$ cat src/hw/rtl/xsg_pkg.sv
package xsg_pkg;

   localparam int unsigned WordBits     = 64;
   localparam int unsigned HalfBits     = 32;
   localparam int unsigned FracBits     = 53;
   localparam int unsigned NumWords     = 4;
   localparam int unsigned WordIdxBits  = 2;

   localparam logic [WordBits-1:0] GOLDEN_STEP = 64'h9E37_79B9_7F4A_7C15;
   localparam logic [WordBits-1:0] MIX_MUL_A   = 64'hBF58_476D_1CE4_E5B9;
   localparam logic [WordBits-1:0] MIX_MUL_B   = 64'h94D0_49BB_1331_11EB;

   localparam logic OP_SEED = 1'b0;
   localparam logic OP_DRAW = 1'b1;

   typedef struct packed {
      logic                operation;
      logic [WordBits-1:0] seed_value;
   } req_type;

   typedef struct packed {
      logic [WordBits-1:0] random_word;
      logic [FracBits-1:0] unit_fraction;
      logic                fraction_zero;
   } rsp_type;

   // shared multiplier, control towards it
   typedef struct packed {
      logic                start;
      logic [WordBits-1:0] multiplicand;
      logic [WordBits-1:0] multiplier;
   } mul_req_type;

   typedef struct packed {
      logic                done;
      logic                busy;
      logic [WordBits-1:0] product;
   } mul_rsp_type;

endpackage

$ cat src/hw/rtl/xoshiro256ss_generator_unit.sv
// channel | direction | handshake            | word
// req_    | in        | req_valid / req_stall | xsg_pkg::req_type (operation, seed_value)
// rsp_    | out       | rsp_valid / rsp_stall | xsg_pkg::rsp_type (word, fraction, zero flag)
//
// A draw passes from acceptance through times five, then rotate/times nine with state
// advance, before the next acceptance. A seed makes four words, each two passes through
// the multiplier (low 64 bits from 32x32 partial products).
// Reset (synchronous) clears the state words, so draws before a seed give zero.
// req_stall is high while an item is in work; a draw waits for the output register
// when rsp_stall holds a previous word there.
module xoshiro256ss_generator_unit (
   input  logic             clock,
   input  logic             reset,
   input  logic             req_valid,
   output logic             req_stall,
   input  xsg_pkg::req_type req_data,
   output logic             rsp_valid,
   input  logic             rsp_stall,
   output xsg_pkg::rsp_type rsp_data
);

   localparam int unsigned W  = xsg_pkg::WordBits;
   localparam int unsigned IW = xsg_pkg::WordIdxBits;

   localparam logic [3:0] ST_IDLE      = 4'd0;
   localparam logic [3:0] ST_ADD       = 4'd1;
   localparam logic [3:0] ST_MUL_A_GO  = 4'd2;
   localparam logic [3:0] ST_MUL_A_WT  = 4'd3;
   localparam logic [3:0] ST_MUL_B_GO  = 4'd4;
   localparam logic [3:0] ST_MUL_B_WT  = 4'd5;
   localparam logic [3:0] ST_WRITE     = 4'd6;
   localparam logic [3:0] ST_DRAW_MUL  = 4'd7;
   localparam logic [3:0] ST_DRAW_OUT  = 4'd8;

   logic [3:0]        state_ff, state_in;
   logic [W-1:0]      words_ff [xsg_pkg::NumWords];
   logic [W-1:0]      words_in [xsg_pkg::NumWords];
   logic [IW-1:0]     idx_ff, idx_in;
   logic [W-1:0]      acc_ff, acc_in;
   logic              rsp_valid_ff, rsp_valid_in;
   xsg_pkg::rsp_type  rsp_data_ff, rsp_data_in;
   xsg_pkg::mul_req_type mul_req;
   xsg_pkg::mul_rsp_type mul_rsp;

   logic          accept;
   logic [W-1:0]  rot;
   logic [W-1:0]  draw_word;
   logic [W-1:0]  s2x, s3x;

   xsg_mul u_mul (
      .clock   (clock),
      .reset   (reset),
      .mul_req (mul_req),
      .mul_rsp (mul_rsp)
   );

   assign req_stall = (state_ff != ST_IDLE);
   assign accept    = req_valid && !req_stall;

   assign rot       = {acc_ff[W-8:0], acc_ff[W-1:W-7]};
   assign draw_word = rot + {rot[W-4:0], 3'b000};

   always_comb begin
      state_in     = state_ff;
      idx_in       = idx_ff;
      acc_in       = acc_ff;
      words_in     = words_ff;
      rsp_data_in  = rsp_data_ff;
      rsp_valid_in = rsp_valid_ff && rsp_stall;
      mul_req      = '0;
      s2x          = words_ff[2] ^ words_ff[0];
      s3x          = words_ff[3] ^ words_ff[1];

      unique case (state_ff)
         ST_IDLE: begin
            if (accept) begin
               if (req_data.operation == xsg_pkg::OP_SEED) begin
                  acc_in   = req_data.seed_value + xsg_pkg::GOLDEN_STEP;
                  idx_in   = '0;
                  state_in = ST_ADD;
               end else begin
                  state_in = ST_DRAW_MUL;
               end
            end
         end
         ST_ADD: begin
            acc_in   = acc_ff + xsg_pkg::GOLDEN_STEP;
            state_in = ST_MUL_A_GO;
         end
         ST_MUL_A_GO: begin
            mul_req.start        = 1'b1;
            mul_req.multiplicand = acc_ff ^ (acc_ff >> 30);
            mul_req.multiplier   = xsg_pkg::MIX_MUL_A;
            state_in             = ST_MUL_A_WT;
         end
         ST_MUL_A_WT: begin
            if (mul_rsp.done) state_in = ST_MUL_B_GO;
         end
         ST_MUL_B_GO: begin
            mul_req.start        = 1'b1;
            mul_req.multiplicand = mul_rsp.product ^ (mul_rsp.product >> 27);
            mul_req.multiplier   = xsg_pkg::MIX_MUL_B;
            state_in             = ST_MUL_B_WT;
         end
         ST_MUL_B_WT: begin
            if (mul_rsp.done) state_in = ST_WRITE;
         end
         ST_WRITE: begin
            words_in[idx_ff] = mul_rsp.product ^ (mul_rsp.product >> 31);
            idx_in           = idx_ff + 1'b1;
            state_in         = (idx_ff == IW'(xsg_pkg::NumWords - 1)) ? ST_IDLE : ST_ADD;
         end
         ST_DRAW_MUL: begin
            // s1 * 5
            acc_in   = words_ff[1] + {words_ff[1][W-3:0], 2'b00};
            state_in = ST_DRAW_OUT;
         end
         ST_DRAW_OUT: begin
            if (!rsp_valid_ff || !rsp_stall) begin
               rsp_valid_in              = 1'b1;
               rsp_data_in.random_word   = draw_word;
               rsp_data_in.unit_fraction = draw_word[W-1:W-xsg_pkg::FracBits];
               rsp_data_in.fraction_zero = (draw_word[W-1:W-xsg_pkg::FracBits] == '0);
               words_in[0] = words_ff[0] ^ s3x;
               words_in[1] = words_ff[1] ^ s2x;
               words_in[2] = s2x ^ {words_ff[1][W-18:0], 17'd0};
               words_in[3] = {s3x[W-46:0], s3x[W-1:W-45]};
               state_in    = ST_IDLE;
            end
         end
         default: state_in = ST_IDLE;
      endcase
   end

   always_ff @(posedge clock) begin
      if (reset) begin
         state_ff     <= ST_IDLE;
         idx_ff       <= '0;
         rsp_valid_ff <= 1'b0;
         for (int i = 0; i < xsg_pkg::NumWords; i++) words_ff[i] <= '0;
      end else begin
         state_ff     <= state_in;
         idx_ff       <= idx_in;
         rsp_valid_ff <= rsp_valid_in;
         words_ff     <= words_in;
      end
      acc_ff      <= acc_in;
      rsp_data_ff <= rsp_data_in;
   end

   assign rsp_valid = rsp_valid_ff;
   assign rsp_data  = rsp_data_ff;

endmodule

$ cat src/hw/rtl/xsg_mul.sv
module xsg_mul (
   input  logic                 clock,
   input  logic                 reset,
   input  xsg_pkg::mul_req_type mul_req,
   output xsg_pkg::mul_rsp_type mul_rsp
);

   localparam int unsigned W = xsg_pkg::WordBits;
   localparam int unsigned H = xsg_pkg::HalfBits;

   // low 64 bits of a*b from three 32x32 partial products
   localparam logic [1:0] STEP_LL = 2'd0;
   localparam logic [1:0] STEP_LH = 2'd1;
   localparam logic [1:0] STEP_HL = 2'd2;
   localparam logic [1:0] STEP_SUM = 2'd3;

   logic         busy_ff, busy_in;
   logic         done_ff, done_in;
   logic [1:0]   step_ff, step_in;
   logic [W-1:0] a_ff, a_in;
   logic [W-1:0] b_ff, b_in;
   logic [W-1:0] part_ff, part_in;
   logic [W-1:0] acc_ff, acc_in;
   logic [H-1:0] op_a, op_b;

   always_comb begin
      busy_in = busy_ff;
      done_in = 1'b0;
      step_in = step_ff;
      a_in    = a_ff;
      b_in    = b_ff;
      acc_in  = acc_ff;
      op_a    = a_ff[H-1:0];
      op_b    = b_ff[H-1:0];
      case (step_ff)
         STEP_LL: begin
            op_a = a_ff[H-1:0];
            op_b = b_ff[H-1:0];
         end
         STEP_LH: begin
            op_a = a_ff[H-1:0];
            op_b = b_ff[W-1:H];
         end
         STEP_HL: begin
            op_a = a_ff[W-1:H];
            op_b = b_ff[H-1:0];
         end
         default: begin
            op_a = a_ff[H-1:0];
            op_b = b_ff[H-1:0];
         end
      endcase
      part_in = op_a * op_b;

      if (mul_req.start && !busy_ff) begin
         busy_in = 1'b1;
         step_in = STEP_LL;
         a_in    = mul_req.multiplicand;
         b_in    = mul_req.multiplier;
      end else if (busy_ff) begin
         step_in = step_ff + 2'd1;
         unique case (step_ff)
            STEP_LL:  ;
            STEP_LH:  acc_in = part_ff;
            STEP_HL:  acc_in = acc_ff + {part_ff[H-1:0], {H{1'b0}}};
            STEP_SUM: begin
               acc_in  = acc_ff + {part_ff[H-1:0], {H{1'b0}}};
               busy_in = 1'b0;
               done_in = 1'b1;
            end
            default:  ;
         endcase
      end
   end

   always_ff @(posedge clock) begin
      if (reset) begin
         busy_ff <= 1'b0;
         done_ff <= 1'b0;
         step_ff <= STEP_LL;
      end else begin
         busy_ff <= busy_in;
         done_ff <= done_in;
         step_ff <= step_in;
      end
      a_ff    <= a_in;
      b_ff    <= b_in;
      part_ff <= part_in;
      acc_ff  <= acc_in;
   end

   assign mul_rsp.done    = done_ff;
   assign mul_rsp.busy    = busy_ff;
   assign mul_rsp.product = acc_ff;

endmodule

$ cat config.mk
export PLATFORM = sky130hd
export DESIGN_NAME = xoshiro256ss_generator_unit
export DESIGN_NICKNAME = d
export VERILOG_FILES = /design/src/hw/rtl/xsg_pkg.sv /design/src/hw/rtl/xoshiro256ss_generator_unit.sv /design/src/hw/rtl/xsg_mul.sv
export SDC_FILE = /design/constraint.sdc
export NUM_CORES = 2
export LEC_CHECK = 0
export BUFFER_PORTS_ARGS = -buffer_cell sky130_fd_sc_hd__clkbuf_2
export CELL_PAD_IN_SITES_DETAIL_PLACEMENT = 1
export CELL_PAD_IN_SITES_GLOBAL_PLACEMENT = 1
export CORE_AREA = 2 2 464 374
export DETAILED_ROUTE_END_ITERATION = 7
export DIE_AREA = 0 0 466 376
export PLACE_DENSITY = 0.75
export SLEW_MARGIN = 20
export SYNTH_ARGS = -nofsm -noshare
export SYNTH_HDL_FRONTEND = slang
export SYNTH_SLANG_ARGS = --single-unit
$ cat constraint.sdc
create_clock -name clock -period 9 [get_ports clock]
set_input_delay 1.35 -clock clock [delete_from_list [all_inputs] [get_ports clock]]
set_output_delay 1.35 -clock clock [all_outputs]
set_load 0.02 [all_outputs]
==> impl_results.md <==
* Flop-to-flop setup slack at 0.12 ns
* Routed len/inst at 27.8 um
* FF-to-FF End: u_mul.part_ff[58]
* Total wire length at around 290000 um
* DR DRC count at 0
* Fillers at 19700
* First-pass GRT wire length at ~420000 um
* H-tree depth at 2
* Synthesis-stage register bit count at 591
* Clk_lat worst skew at 0.70 ns
* Die span in x at 466 um
* Top cells by area, synth: fa_1 24%, edfxtp_1 12%, dfxtp_1 9.8%
* Minimum clock period at 8.88 ns
* Clock tree sinks at 591
* Vias in the first global route at 62400
* Post-synth EDFFs at 260
* Die Area at about 0.18 mm^2
* Data arrival, critical path at ~9.5 ns
* Final hold vios at 0
* Setup crit end kind: flop
* Commonest cells post-synth: 1133 x inv_1, 810 x fa_1, 603 x nor2_1
* Synth Instances at 7561
* Placeable Area at 0.171 mm^2
* Area Growth Syn to Fin at 14.0%
* Fmax at 113 MHz
* Slew HR at between 20 and 25%
* Netlist cell types at 82
* Root Driver: clkbuf_16
* Pin count of the biggest net entering global routing at 210
* CP Max Fanout at 5
* Num CTS Buffers at 60
* Synth Flop Type: dfxtp_1
* IO Count at 189
* Cell taking the most area after synthesis: fa_1
* # setup viols final at 0
* GR Util All Layers at roughly a third
* DPL Wire Length at 234000 um
* Reg clk slew, reported paths at 0.07 ns
* Max-cap violations at 0
* RSZ-0062 raised after global routing: yes
* DR iter-0 viols at 6687
* Post-DRT Antenna Nets at 0
* Avg Inst Size Synth at 8.98 um^2
* Final Wtd Congestion at 1.03
* CP Launch Type: flop
* Drt pass-1 iters at 5
* CP dominant cell by count: fa_1
* Synth Warn # at 0
* Rows at 136
* Die Span Y at 376 um
* Post-route clock period utilization at 98.7%
* Hold path start: u_mul.part_ff[61]
* Starting density of the core at 39.8%
* Final nets at 9348
* CTS tree: done
* FF-to-FF path depth at 35
* Status: finished, final reports clean
* Vias per inst at between 5 and 6
* Layout cells sized above 1 at between 10% and 20%
* Total negative slack at 0 ns
* Via count at 60200
* Total grt overflow at 0
* Setup Skew at between 0.05 and 0.06 ns
* Buffers on Ports at 188
* CP Data Required Time at 9.57 ns
* Worst hold path type: reg2reg
* Area fraction of the dominant cell type after synthesis at 23.9%
* Clk buf depth at 3
* Most common cell in the netlist: inv_1
* Worst path slowest cell: fa_1
* Sequential element share of the synthesized area at between 20% and 30%
* Critical setup path kind: reg2reg
* Max Slew Vio Count at 0
* Worst slew pin tran at between 1 and 1.5 ns
* Share of synthesized registers carrying an async set or reset at 0%
* Initial antenna violation count at 9
* Synth Net Count at 8947
* Critical Path Max Stage Delay at 0.57 ns
* WHS Endpoint: u_mul.acc_ff[61]
* Synthesized area at 0.0679 mm^2
* Worst hold path cell count at 2
* RR Startpoint: u_mul.step_ff[1]
## registers in the layout, summed over array words and instances, names as in the netlist, 2 cells and up
signal         count
words_ff         256
rsp_data          65
acc_ff            64
u_mul.a_ff        64
u_mul.acc_ff      64
u_mul.part_ff     64
state_ff           4
u_mul.b_ff         3
idx_ff             2
u_mul.step_ff      2
## critical path, delay by kind of cell, from the launching register on
| kind | cells | cell delay [ns] |
|---|---|---|
| AOI/OAI and AO/OA | 5 | 1.14 |
| DFF | 1 | 0.38 |
| xor gates and xnor gates | 1 | 0.14 |
| muxes | 1 | 0.35 |
| buffers and inverters | 10 | 1.17 |
| adders and majority gates | 10 | 4.25 |
| and+or+nand+nor | 8 | 1.30 |
## cells by family (layout without fill, tap and decap cells)
group	count (synthesis)	count (layout)	synth area share (%)
AOI/OAI and AO/OA	1585	1585	15.1
xor gates and xnor gates	551	551	7.11
adders and majority gates	1317	1317	33.2
buffers and inverters	1550	1999	8.92
DFF	591	591	21.3
muxes	113	114	1.75
other	0	3	0
and+or+nand+nor	1854	1854	12.7
## per-stage QoR
step | std cells | hold WS (ns) | area [um^2] | utilization [%] | worst slack (ns)
2_1_floorplan | 7561 | 0.467 | 67900 | - | 0.0435
4_1_cts | 10300 | 0.516 | 76400 | 44.8 | 0.000777
6_report | 10300 | 0.514 | 77400 | 45.3 | 0.117
3_3_place_gp | 10100 | 0.492 | 74100 | 43.4 | -0.248
3_5_place_dp | 10100 | 0.505 | 74100 | 43.4 | -0.536
5_1_grt | 10300 | 0.530 | 77400 | 45.3 | -0.0933
## placed cells by master (no fill, tap or decap), drive strengths merged, types with 32 or more instances in the layout
master and instances:
inv 1138, fa 810, nor2 603, buf 566, nand2 547, ha 507
o21ai 415, a21oi 384, dfxtp 331, xnor2 319, clkbuf 274, edfxtp 260
xor2 232, a21o 154, nand3 123, a22oi 97, nor3 91, and2 88
and3 85, mux2i 69, nor2b 60, a221oi 58, nand2b 55, nand4 54
a211oi 52, o32ai 52, mux2 45, o22ai 42, or2 42, a311oi 38
a31oi 32
## worst max-delay path by stage
stage	from	end	slack, ns	cells after the start
3_5_place_dp	u_mul.step_ff[0]	u_mul.part_ff[63]	-0.54	37
4_1_cts	u_mul.step_ff[0]	u_mul.part_ff[61]	0.0008	37
5_1_grt	u_mul.step_ff[0]	u_mul.part_ff[58]	-0.09	38
3_3_place_gp	u_mul.step_ff[0]	u_mul.part_ff[56]	-0.25	38
6_report	u_mul.step_ff[1]	u_mul.part_ff[58]	0.12	35
2_1_floorplan	u_mul.step_ff[0]	u_mul.part_ff[63]	0.04	32
## cell type report
class / instances / area, um^2 / area share [%]
clock buffers: 86 / 1750 / 2.26
diodes: 3 / 7.51 / 0.00970
inverters: 1134 / 4260 / 5.51
well taps: 2277 / 2850 / 3.68
multi-input cells: 5421 / 48300 / 62.5
flip-flops and latches: 591 / 14400 / 18.7
repair buffers: 754 / 5450 / 7.04
clock inverters: 25 / 272 / 0.351
## timing repair
item                       CTS  global route
hold buffers                 0             0
cloned                       2             1
resized for setup           40           223
pin swaps                   18           116
setup endpoints to repair   16            15
setup buffers               10            24
## per-layer routing
metal	global-route usage (%)	part of all wire (%)	up-vias
li1	-	-	26000
met1	45.5	43	30800
met2	46.5	42	2867
met3	8.24	11	451
met4	11.6	4.3	8
met5	0	0.017	-
Power is left out: the tool's default activity adds up to more than one toggle a clock period on the data nets, which glitch-free logic cannot reach.
